--- src/hw/rtl/stis_pkg.sv ---
// ============================================================================
// stis_pkg
// Shared types and constants for the sorted table with insert, delete, search.
// ============================================================================
package stis_pkg;

    localparam int TABLE_DEPTH = 64;
    localparam int IDX_W       = $clog2(TABLE_DEPTH);
    localparam int CNT_W       = IDX_W + 1;
    localparam int VAL_W       = 32;

    localparam logic [CNT_W-1:0] FULL_COUNT = CNT_W'(TABLE_DEPTH);

    // Operation codes.
    localparam logic [1:0] OP_INSERT = 2'd0;
    localparam logic [1:0] OP_DELETE = 2'd1;
    localparam logic [1:0] OP_SEARCH = 2'd2;

    // Status codes.
    localparam logic [2:0] ST_INSERTED  = 3'd0;
    localparam logic [2:0] ST_FULL      = 3'd1;
    localparam logic [2:0] ST_DELETED   = 3'd2;
    localparam logic [2:0] ST_NOT_FOUND = 3'd3;
    localparam logic [2:0] ST_EMPTY     = 3'd4;
    localparam logic [2:0] ST_FOUND     = 3'd5;

    // Broadcast from the controller to every cell of the row.
    typedef struct packed {
        logic signed [VAL_W-1:0] key;
        logic [CNT_W-1:0]        fill;
        logic                    ins;
        logic                    del;
    } cell_ctrl_t;

endpackage

--- src/hw/rtl/stis_cell.sv ---
// ============================================================================
// stis_cell
// One slot of the sorted row: compares its entry with the key and shifts.
// ============================================================================
module stis_cell
    import stis_pkg::*;
(
    input  logic                    clk,
    input  logic [IDX_W-1:0]        idx,
    input  cell_ctrl_t              ctrl,
    input  logic                    lt_left,
    input  logic signed [VAL_W-1:0] entry_left,
    input  logic signed [VAL_W-1:0] entry_right,
    output logic signed [VAL_W-1:0] entry,
    output logic                    lt,
    output logic                    hit
);

    logic signed [VAL_W-1:0] entry_reg;
    logic signed [VAL_W-1:0] entry_next;
    logic                    valid;
    logic                    at_k;
    logic                    after_k;

    assign valid = {1'b0, idx} < ctrl.fill;
    assign lt    = valid && (entry_reg < ctrl.key);
    // The entries below the key form a prefix, so the insertion point is the
    // first cell that is not below the key while its left neighbor is.
    assign at_k    = lt_left && !lt;
    assign after_k = !lt_left;
    assign hit     = at_k && valid && (entry_reg == ctrl.key);

    always_comb
    begin
        entry_next = entry_reg;
        if (ctrl.ins)
        begin
            if (at_k)
                entry_next = ctrl.key;
            else if (after_k)
                entry_next = entry_left;
        end
        else if (ctrl.del && !lt)
        begin
            entry_next = entry_right;
        end
    end

    always_ff @(posedge clk)
    begin
        entry_reg <= entry_next;
    end

    assign entry = entry_reg;

endmodule

--- config.mk ---
export PLATFORM = sky130hd
export DESIGN_NAME = stis_cell
export DESIGN_NICKNAME = d
export VERILOG_FILES = /design/src/hw/rtl/stis_pkg.sv /design/src/hw/rtl/stis_cell.sv
export SDC_FILE = /design/constraint.sdc
export NUM_CORES = 1
export LEC_CHECK = 0
export BUFFER_PORTS_ARGS = -buffer_cell sky130_fd_sc_hd__buf_2
export CORE_MARGIN = 2
export CORE_UTILIZATION = 41
export DETAILED_ROUTE_END_ITERATION = 7
export GPL_TIMING_DRIVEN = 0
export PLACE_DENSITY = 0.86
export SYNTH_ARGS = -nofsm -noshare
export SYNTH_HDL_FRONTEND = slang
export SYNTH_SLANG_ARGS = --single-unit
--- constraint.sdc ---
create_clock -name clk -period 3.6 [get_ports clk]
set_input_delay 0.36 -clock clk [delete_from_list [all_inputs] [get_ports clk]]
set_output_delay 0.36 -clock clk [all_outputs]
set_load 0.05 [all_outputs]
==> results.txt, run 1 <==
----------------------------------------------------
[Logic synthesis]
  Cell variety after synth ... 35
  Total of flip-flops plus latches after synthesis ... 32
  Share of the synthesized area in the top cell type ... 0.352
  FFs w/ async S/R, synth ... 0
  Primary FF master, synth ... edfxtp_1
  Post-Syn Nets ... 478
  Biggest area consumer among synthesized cells ... edfxtp_1
  Average instance area after synthesis ... 8.32 um^2
  EDFF count, synth ... 32
  Top post-synthesis cells by area ... edfxtp_1, ha_1, a31oi_1, nand3_1, o21ai_1
  Yosys synthesis warning count ... 0
  Post-synthesis sequential area ratio ... 0.352
  Synth cell count leaders ... inv_1, nor2_1, ha_1, nand3_1
  Cell area after technology mapping ... 0.00273 mm^2
  Synthesized netlist cell count ... 328

[Timing]
  Final hold violation count ... 0
  Post-route clock period utilization ... 0.970
  Total of endpoints with negative setup slack in the final report ... 0
  Total Negative Setup Slacks ... 0 ns
  Worst hold slack across all endpoints ... 0.429 ns
  Clock skew after layout ... 0.00870 ns
  Setup repair after global routing missed its margin ... true
  Max frequency ... 0.286 GHz
  Max Slew Vio Count ... 0
  Relative slew slack ... 0.373
  Worst-Margin Slew ... 0.938 ns
  Crit path time final ... 3.49 ns

[Critical path]
  Maximum net fanout on the critical path ... 10
  Endpoint of the most critical register-to-register path ... entry[16]
  Element type at the critical path end ... output port
  Crit path capture ... hit
  Startpoint-to-endpoint class of the critical path ... register to output port
  Worst reg-to-reg path cell count ... 7
  Worst setup startpoint ... entry[31]
  Crit path depth ... 9
  CP required ... 3.24 ns
  CP max-delay cell ... o31ai_2
  Register-to-register setup slack ... 0.22 ns
  Sequence of cells on the critical path ... ha_1 > nand4_1 > nor3_1 > nand2_1 > and3_1 > o31ai_2 > clkbuf_2 > nor3_2 > clkbuf_4
  Worst path buffer plus inverter count ... 2
  FF-to-FF Start ... entry[31]
  Maximum single-stage delay on the critical path ... 0.46 ns
  Data arrival time of the critical path ... 3.13 ns
  CP Launch Type ... register
  Top cell family by delay on the critical path ... simple AND/OR/NAND/NOR gates

[Route]
  ANT nets after route ... 0
  Total wire length after detailed routing ... 8660 um
  Routed vias/inst ... 5.49
  Routed length per instance ... 15.5 um
  Number of optimization iterations in the first detailed-route pass ... 5
  Number of remaining DRC errors ... 0
  Number of vias after detailed routing ... 3,059
  1st-iter DRT viols ... 129

[Global route]
  Number of global-route vias before repair ... 3,020
  Overall overflow remaining after global route ... 0
  First-pass GRT wire length ... 13,600 um
  Pin count of the biggest net entering global routing ... 33
  GRT Resource Usage Total ... 0.233
  Number of antenna violations at the first check in global routing ... 0

[CTS]
  Clock buffer depth ... 2
  Number of buffers inserted during clock tree synthesis ... 5
  Hold-fix buffers at CTS ... 0
  Insertion delay to the later sink of the worst-skew pair ... 0.28 ns
  Number of clock sinks seen by CTS ... 32
  Clock root buffer ... clkbuf_8
  H-tree levels ... 2
  Clock tree from TritonCTS ... built
  Register clock-pin slew on the reported worst setup and hold paths ... 0.07 ns

[Final layout]
  Nets@finish ... 630
  Max FFs per register ... 32
  Antenna diode count ... 0
  Number of standard cells in the layout, taps in and fillers out ... 557
  Fraction of final layout cells with drive strength greater than 1 ... 0.342
  Area delta synth->final ... 33.9%

[Power and ir drop]
  Power per unit of standard cell area ... 473 mW/mm^2
  Switch share ... 0.468
  Logic gate share of total power ... 0.526
  Clock Power Share ... 0.151
  Cell internal power dissipation ... 0.920 mW
  Switching Power ... 0.809 mW
  Pleak ... 1.76 nW
  Part of the power in registers ... 0.323
  Worst vdd rail ir drop ... 0.295 mV

[Placed design]
  Gp weighted congestion ... 0.893
  DP Cell Count ... 550
  Post-DP HPWL ... 6850 um
  Number of buffers added on ports ... 145

[Floorplan]
  Die H ... 85.6 um
  Core region area ... 0.00639 mm^2
  Ports placed on the boundary ... 147
  Area of the die ... 0.00732 mm^2
  Starting Density ... 0.427
  Die Width ... 85.6 um
  FP Rows ... 29

[Worst hold path]
  Number of cells traversed by the worst hold path ... 3
  Hold Crit Class ... primary input to register

[Run status]
  Status ... complete, no violations

[Run]
  Maximum Capacitance Violations ... 0

----------------------------------------------------
[layout make-up]
cell class	instances	area, um^2
fill	615	2730
multi-input combinational	238	1560
sequential	32	961
timing repair buffer	145	728
inverter	38	143
tap	77	96.3
buffer	20	90.1
clock buffer	6	72.6
clock inverter	1	5.00
[how the worst min path moves through the flow]
| stage | slack, ns | endpoint | start |
|---|---|---|---|
| 3_5_place_dp | 0.71 | entry[19] | entry_right[19] |
| 4_1_cts | 0.42 | entry[8] | entry_right[8] |
| 6_report | 0.43 | entry[8] | entry_right[8] |
| 2_1_floorplan | 0.61 | entry[10] | entry_right[10] |
| 5_1_grt | 0.42 | entry[9] | entry_right[9] |
| 3_3_place_gp | 0.70 | entry[9] | entry_right[9] |
[layer usage]
metal / vias to the layer above / wire length, um / GRT usage
met5: - / 0 / 0
met3: 12 / 548 / 0.0375
li1: 1514 / - / -
met1: 1399 / 3540 / 0.277
met4: 0 / 153 / 0.0750
met2: 134 / 4410 / 0.427
[placed cells by master (no fill, tap or decap), types with 2 or more instances in the layout]
| cell | Yosys | layout |
|---|---|---|
| clkbuf_8 | 0 | 5 |
| nor2_1 | 38 | 37 |
| buf_2 | 1 | 145 |
| a31oi_1 | 32 | 32 |
| o21ai_1 | 30 | 30 |
| edfxtp_1 | 32 | 32 |
| buf_4 | 3 | 3 |
| or4_1 | 2 | 2 |
| nand3_1 | 37 | 37 |
| nand2_1 | 9 | 9 |
| nor3_2 | 1 | 2 |
| o31a_1 | 3 | 3 |
| o21ai_0 | 6 | 6 |
| a21oi_1 | 15 | 15 |
| clkbuf_2 | 0 | 2 |
| clkbuf_1 | 15 | 14 |
| a21o_1 | 2 | 2 |
| inv_1 | 38 | 38 |
| nand4_1 | 7 | 7 |
| ha_1 | 37 | 37 |
| nor3_1 | 3 | 2 |
[power by group through the flow]
stage	sequential, mW	clock, mW	combinational, mW
5_1_grt	0.566	0.279	0.990
3_3_place_gp	0.565	0	0.872
3_5_place_dp	0.566	0	0.903
4_1_cts	0.558	0.265	0.909
2_1_floorplan	0.813	0	0.388
6_report	0.558	0.261	0.910
[per-stage QoR]
| step | instance area, um^2 | utilization | power [mW] | setup slack, ns |
|---|---|---|---|---|
| after floorplan | 2740 | - | 1.20 | 0.0756 |
| after global placement | 3560 | 0.557 | 1.44 | -0.222 |
| after detailed placement | 3560 | 0.558 | 1.47 | 0.127 |
| after CTS | 3650 | 0.571 | 1.73 | 0.0477 |
| after global routing | 3650 | 0.572 | 1.84 | 0.00950 |
| final | 3650 | 0.572 | 1.73 | 0.109 |
[cell families (layout without fill, tap and decap cells)]
logic type	count (synthesis)	after routing	synth area share
AND/OR/NAND/NOR	105	105	0.186
buffers and inverters	58	210	0.0844
AO/OA/AOI/OAI	96	96	0.208
adder cells (fa/ha/maj)	37	37	0.170
flip-flops	32	32	0.352
[tightest hold or removal path: stages]
cell and delay, ns:
buf_2 0.07, nor2_1 0.03, a31oi_1 0.12
[timing repair]
action,in CTS,in global routing
endpoints found under the setup margin,1,33
gates resized for setup,1,6
pin swaps,0,0
setup buffers,0,0
hold endpoints to repair,0,0
Note: power is estimated with default switching activity, not from simulation.
==> run 2: changes to the inputs <==
--- a/config.mk
+++ b/config.mk
@@ -11,6 +11,7 @@
 export DETAILED_ROUTE_END_ITERATION = 7
 export GPL_TIMING_DRIVEN = 0
 export PLACE_DENSITY = 0.86
+export RECOVER_POWER = 25
 export SYNTH_ARGS = -nofsm -noshare
 export SYNTH_HDL_FRONTEND = slang
 export SYNTH_SLANG_ARGS = --single-unit
==> run 2 against run 1 <==
Compared with the run above: sequential power hardly changed; critical path type unchanged; via count is 0.69% lower; clock-buffer cell count stayed put; maximum frequency is 1.0% higher; cell area is 0.79% lower; die area stayed put; global-route usage stayed put; sequential share of layout area is 0.21 points higher; worst setup slack better by 0.036 ns; core utilization is 0.45 points lower; power is 0.66% lower.
==> results.txt, run 2 (synthesized netlist as in run 1, its figures left out) <==
----------------------------------------------------
[Timing]
  Clock skew after layout ... 0.00718 ns
  Fin worst setup slack ... 0.145 ns
  Total of endpoints with negative setup slack in the final report ... 0
  Max Slew Vio Count ... 0
  Crit path time final ... 3.46 ns
  Setup repair after global routing missed its margin ... true
  Max frequency ... 0.289 GHz
  Post-route clock period utilization ... 0.960
  Final hold violation count ... 0
  Worst-Margin Slew ... 0.939 ns
  Relative slew slack ... 0.372

[Critical path]
  Register-to-register setup slack ... 0.23 ns
  Startpoint-to-endpoint class of the critical path ... register to output port
  Maximum single-stage delay on the critical path ... 0.44 ns
  Element type at the critical path end ... output port
  FF-to-FF Start ... entry[31]
  CP required ... 3.24 ns
  Worst setup startpoint ... entry[31]
  CP max-delay cell ... ha_1
  Sequence of cells on the critical path ... ha_1 > nand4_1 > nor3_1 > nand2_1 > and3_1 > o31ai_2 > clkbuf_2 > nor3_2 > clkbuf_4
  Top cell family by delay on the critical path ... simple AND/OR/NAND/NOR gates
  Data arrival time of the critical path ... 3.10 ns
  Worst path buffer plus inverter count ... 2
  CP Launch Type ... register
  Maximum net fanout on the critical path ... 10

[CTS]
  Post-CTS Setup Repair Bufs ... 0
  H-tree levels ... 2
  Clock root buffer ... clkbuf_8
  Clock tree from TritonCTS ... built
  Insertion delay to the later sink of the worst-skew pair ... 0.28 ns
  Number of clock sinks seen by CTS ... 32
  Register clock-pin slew on the reported worst setup and hold paths ... 0.07 ns
  Number of buffers inserted during clock tree synthesis ... 5
  Clock buffer depth ... 2
  Hold-fix buffers at CTS ... 0

[Final layout]
  Commonest non-fill, non-tap cell in the layout ... buf_2
  Number of standard cells in the layout, taps in and fillers out ... 557
  Post-route core utilization ... 0.568
  Nets@finish ... 630
  Area delta synth->final ... 32.8%
  Most frequent cells in the layout ... buf_2, inv_1
  Area of all placed cells without fillers ... 0.00362 mm^2
  Fraction of final layout cells with drive strength greater than 1 ... 0.294
  Max FFs per register ... 32
  Antenna diode count ... 0

[Floorplan]
  Starting Density ... 0.427
  Core region area ... 0.00639 mm^2
  Area of the die ... 0.00732 mm^2
  FP Rows ... 29
  Die Width ... 85.6 um
  Ports placed on the boundary ... 147
  Die H ... 85.6 um

[Route]
  ANT nets after route ... 0
  Routed vias/inst ... 5.45
  Number of remaining DRC errors ... 0
  Number of optimization iterations in the first detailed-route pass ... 5
  Total wire length after detailed routing ... 8660 um
  Number of vias after detailed routing ... 3,038
  Routed length per instance ... 15.5 um
  1st-iter DRT viols ... 154

[Placed design]
  Area post-placement ... 0.00356 mm^2
  Minimum setup slack after placement ... 0.127 ns
  Number of buffers added on ports ... 145
  Post-DP HPWL ... 6850 um
  DP Cell Count ... 550
  Gp weighted congestion ... 0.893

[Global route]
  GRT Resource Usage Total ... 0.233
  Number of antenna violations at the first check in global routing ... 0
  Pin count of the biggest net entering global routing ... 33
  Number of global-route vias before repair ... 3,020
  First-pass GRT wire length ... 13,600 um
  Overall overflow remaining after global route ... 0

[Power and ir drop]
  Total power draw ... 1.72 mW
  Worst vdd rail ir drop ... 0.294 mV
  Power per unit of standard cell area ... 474 mW/mm^2
  Pleak ... 1.70 nW

[Worst hold path]
  Worst hold path startpoint ... entry_right[8]
  Hold Crit Class ... primary input to register

[Run]
  Maximum Capacitance Violations ... 0

[Run status]
  Status ... complete, no violations

----------------------------------------------------
[run 2: final cells by class]
cell class	instances	area (um^2)
repair buffers	145	699
plain buffers	20	90.1
fillers	625	2760
clock inverters	1	5.00
multi-input cells	238	1560
flip-flops and latches	32	961
well taps	77	96.3
clock buffers	6	72.6
inverters	38	143
[run 2: routing by layer]
metal	routed length, um	global-route usage	vias up
li1	-	-	1513
met1	3480	0.277	1368
met2	4420	0.427	143
met3	605	0.0375	14
met4	162	0.0750	0
met5	0	0	-
[run 2: stage by stage]
step                      hold slack [ns]  setup TNS (ns)
after floorplan                     0.609               0
after global placement              0.704           -7.08
after detailed placement            0.709               0
after CTS                           0.419               0
after global routing                0.422               0
final                               0.432               0
[run 2: timing repair]
action                                  in CTS  in global routing
pin swaps                                    0                  0
endpoints found under the setup margin       1                 33
resized for setup                            1                  6
cloned                                       0                  0
[run 2: tightest hold or removal path: stages]
cell and delay, ns:
buf_2 0.07, nor2_1 0.03, a31oi_1 0.12
[run 2: final timing paths]
kind	endpoint	depth (start not counted)
setup reg to reg	entry[16]	7
hold / removal	entry[8]	3
hold reg to reg	entry[31]	4
setup / recovery	hit	9
[run 2: power by group]
part | leakage (nW) | internal [mW] | switching [mW]
combinational | 1.35 | 0.256 | 0.641
clock | 0.0410 | 0.131 | 0.129
sequential | 0.310 | 0.519 | 0.0412
total | 1.70 | 0.906 | 0.812
==> run 3: changes to the inputs <==
--- a/config.mk
+++ b/config.mk
@@ -11,7 +11,7 @@
 export DETAILED_ROUTE_END_ITERATION = 7
 export GPL_TIMING_DRIVEN = 0
 export PLACE_DENSITY = 0.86
-export RECOVER_POWER = 25
+export RECOVER_POWER = 50
 export SYNTH_ARGS = -nofsm -noshare
 export SYNTH_HDL_FRONTEND = slang
 export SYNTH_SLANG_ARGS = --single-unit
==> run 3 against run 2 <==
Compared with the run above: flip-flop and latch count unchanged; global-route usage unchanged; largest power group unchanged; worst setup slack better by 0.0050 ns.
==> results.txt, run 3 (synthesized netlist as in run 1, its figures left out) <==
----------------------------------------------------
[Final layout]
  Max FFs per register ... 32
  Fraction of final layout cells with drive strength greater than 1 ... 0.277
  Area delta synth->final ... 32.5%
  Antenna diode count ... 0
  Area of all sequential standard cells ... 961 um^2
  Post-route core utilization ... 0.566
  Area of combinational cells with multiple inputs ... 0.00156 mm^2
  Most frequent cells in the layout ... buf_2, clkbuf_1, inv_1
  Commonest non-fill, non-tap cell in the layout ... buf_2
  Filler cell count in the final layout ... 632
  Nets@finish ... 630

[Timing]
  Total of endpoints with negative setup slack in the final report ... 0
  Worst hold slack across all endpoints ... 0.432 ns
  Max frequency ... 0.290 GHz
  Final hold violation count ... 0
  Fin worst setup slack ... 0.150 ns
  Worst-Margin Slew ... 0.944 ns
  Crit path time final ... 3.45 ns
  Post-route clock period utilization ... 0.958
  Max Slew Vio Count ... 0
  Clock skew after layout ... 0.00794 ns
  Relative slew slack ... 0.369
  Setup repair after global routing missed its margin ... true

[Global route]
  Overall overflow remaining after global route ... 0
  First-pass GRT wire length ... 13,600 um
  Pin count of the biggest net entering global routing ... 33
  Number of global-route vias before repair ... 3,020
  Number of antenna violations at the first check in global routing ... 0
  GRT Resource Usage Total ... 0.233

[Power and ir drop]
  Power per unit of standard cell area ... 474 mW/mm^2
  Worst vdd rail ir drop ... 0.293 mV
  Pleak ... 1.68 nW

[CTS]
  Clock tree from TritonCTS ... built
  Number of clock sinks seen by CTS ... 32
  Hold-fix buffers at CTS ... 0
  Insertion delay to the later sink of the worst-skew pair ... 0.28 ns
  Clock root buffer ... clkbuf_8
  Post-CTS Setup Repair Bufs ... 0
  Clock buffer depth ... 2
  H-tree levels ... 2
  Number of buffers inserted during clock tree synthesis ... 5
  # resized after CTS ... 1
  Register clock-pin slew on the reported worst setup and hold paths ... 0.07 ns

[Worst hold path]
  Hold Crit Class ... primary input to register

[Route]
  Routed length per instance ... 15.6 um
  ANT nets after route ... 0
  Routed vias/inst ... 5.46
  Number of remaining DRC errors ... 0
  1st-iter DRT viols ... 160
  Total wire length after detailed routing ... 8680 um
  Number of vias after detailed routing ... 3,044
  Number of optimization iterations in the first detailed-route pass ... 4

[Floorplan]
  Ports placed on the boundary ... 147
  Area of the die ... 0.00732 mm^2
  FP Rows ... 29
  Die H ... 85.6 um
  Die Width ... 85.6 um
  Core region area ... 0.00639 mm^2
  Starting Density ... 0.427

[Placed design]
  Number of buffers added on ports ... 145
  Post-DP HPWL ... 6850 um
  Minimum setup slack after placement ... 0.127 ns
  Gp weighted congestion ... 0.893

[Critical path]
  Maximum net fanout on the critical path ... 10
  CP max-delay cell ... ha_1
  Element type at the critical path end ... output port
  CP Launch Type ... register
  Data arrival time of the critical path ... 3.09 ns
  CP required ... 3.24 ns
  Startpoint-to-endpoint class of the critical path ... register to output port
  Sequence of cells on the critical path ... ha_1 > nand4_1 > nor3_1 > nand2_1 > and3_1 > o31ai_2 > clkbuf_2 > nor3_2 > clkbuf_4
  Maximum single-stage delay on the critical path ... 0.44 ns

[Run]
  Maximum Capacitance Violations ... 0

[Run status]
  Status ... complete, no violations

----------------------------------------------------
-- run 3: cell types whose count changed in the layout (fill, tap and decap cells not counted), sizes merged --
cell and delta:
clkbuf +8, buf -8
-- run 3: through the flow --
step | total power, mW | TNS [ns] | cell area (um^2) | std cells
floorplan | 1.20 | 0 | 2740 | 328
global placement | 1.44 | -7.08 | 3560 | 550
detailed placement | 1.47 | 0 | 3560 | 550
CTS | 1.73 | 0 | 3650 | 557
global route | 1.82 | 0 | 3610 | 557
finish | 1.71 | 0 | 3610 | 557
-- run 3: final cells by class --
cell class / instances / area share
clock inverter: 1 / 0.00138
sequential: 32 / 0.266
multi-input combinational: 238 / 0.431
timing repair buffer: 145 / 0.191
buffer: 20 / 0.0249
clock buffer: 6 / 0.0201
tap: 77 / 0.0267
inverter: 38 / 0.0395
-- run 3: power breakdown --
group | switching [mW] | internal, mW | leakage, nW
combinational | 0.641 | 0.251 | 1.32
sequential | 0.0420 | 0.519 | 0.310
clock | 0.130 | 0.131 | 0.0410
total | 0.813 | 0.901 | 1.68
-- run 3: worst max-delay path: cells and delay by family, from the launching register on --
| family | cells | cell delay [ns] |
|---|---|---|
| and+or+nand+nor | 5 | 0.93 |
| buffers and inverters | 2 | 0.59 |
| AOI/OAI and AO/OA | 1 | 0.43 |
| adders and majority gates | 1 | 0.44 |
| DFF | 1 | 0.41 |
-- run 3: layer usage --
layer  vias to the layer above  GRT usage  wire, um
li1                       1514          -         -
met3                        12     0.0375       568
met1                      1385      0.277      3540
met4                         0     0.0750       154
met5                         -          0         0
met2                       133      0.427      4420
-- run 3: path summary, 6_finish.rpt --
check / from / end / slack [ns] / depth (start not counted)
setup / recovery: entry[31] / hit / 0.15 / 9
hold / removal: entry_right[8] / entry[8] / 0.43 / 3
setup reg to reg: entry[31] / entry[16] / 0.22 / 7
hold reg to reg: entry[31] / entry[31] / 1.27 / 4
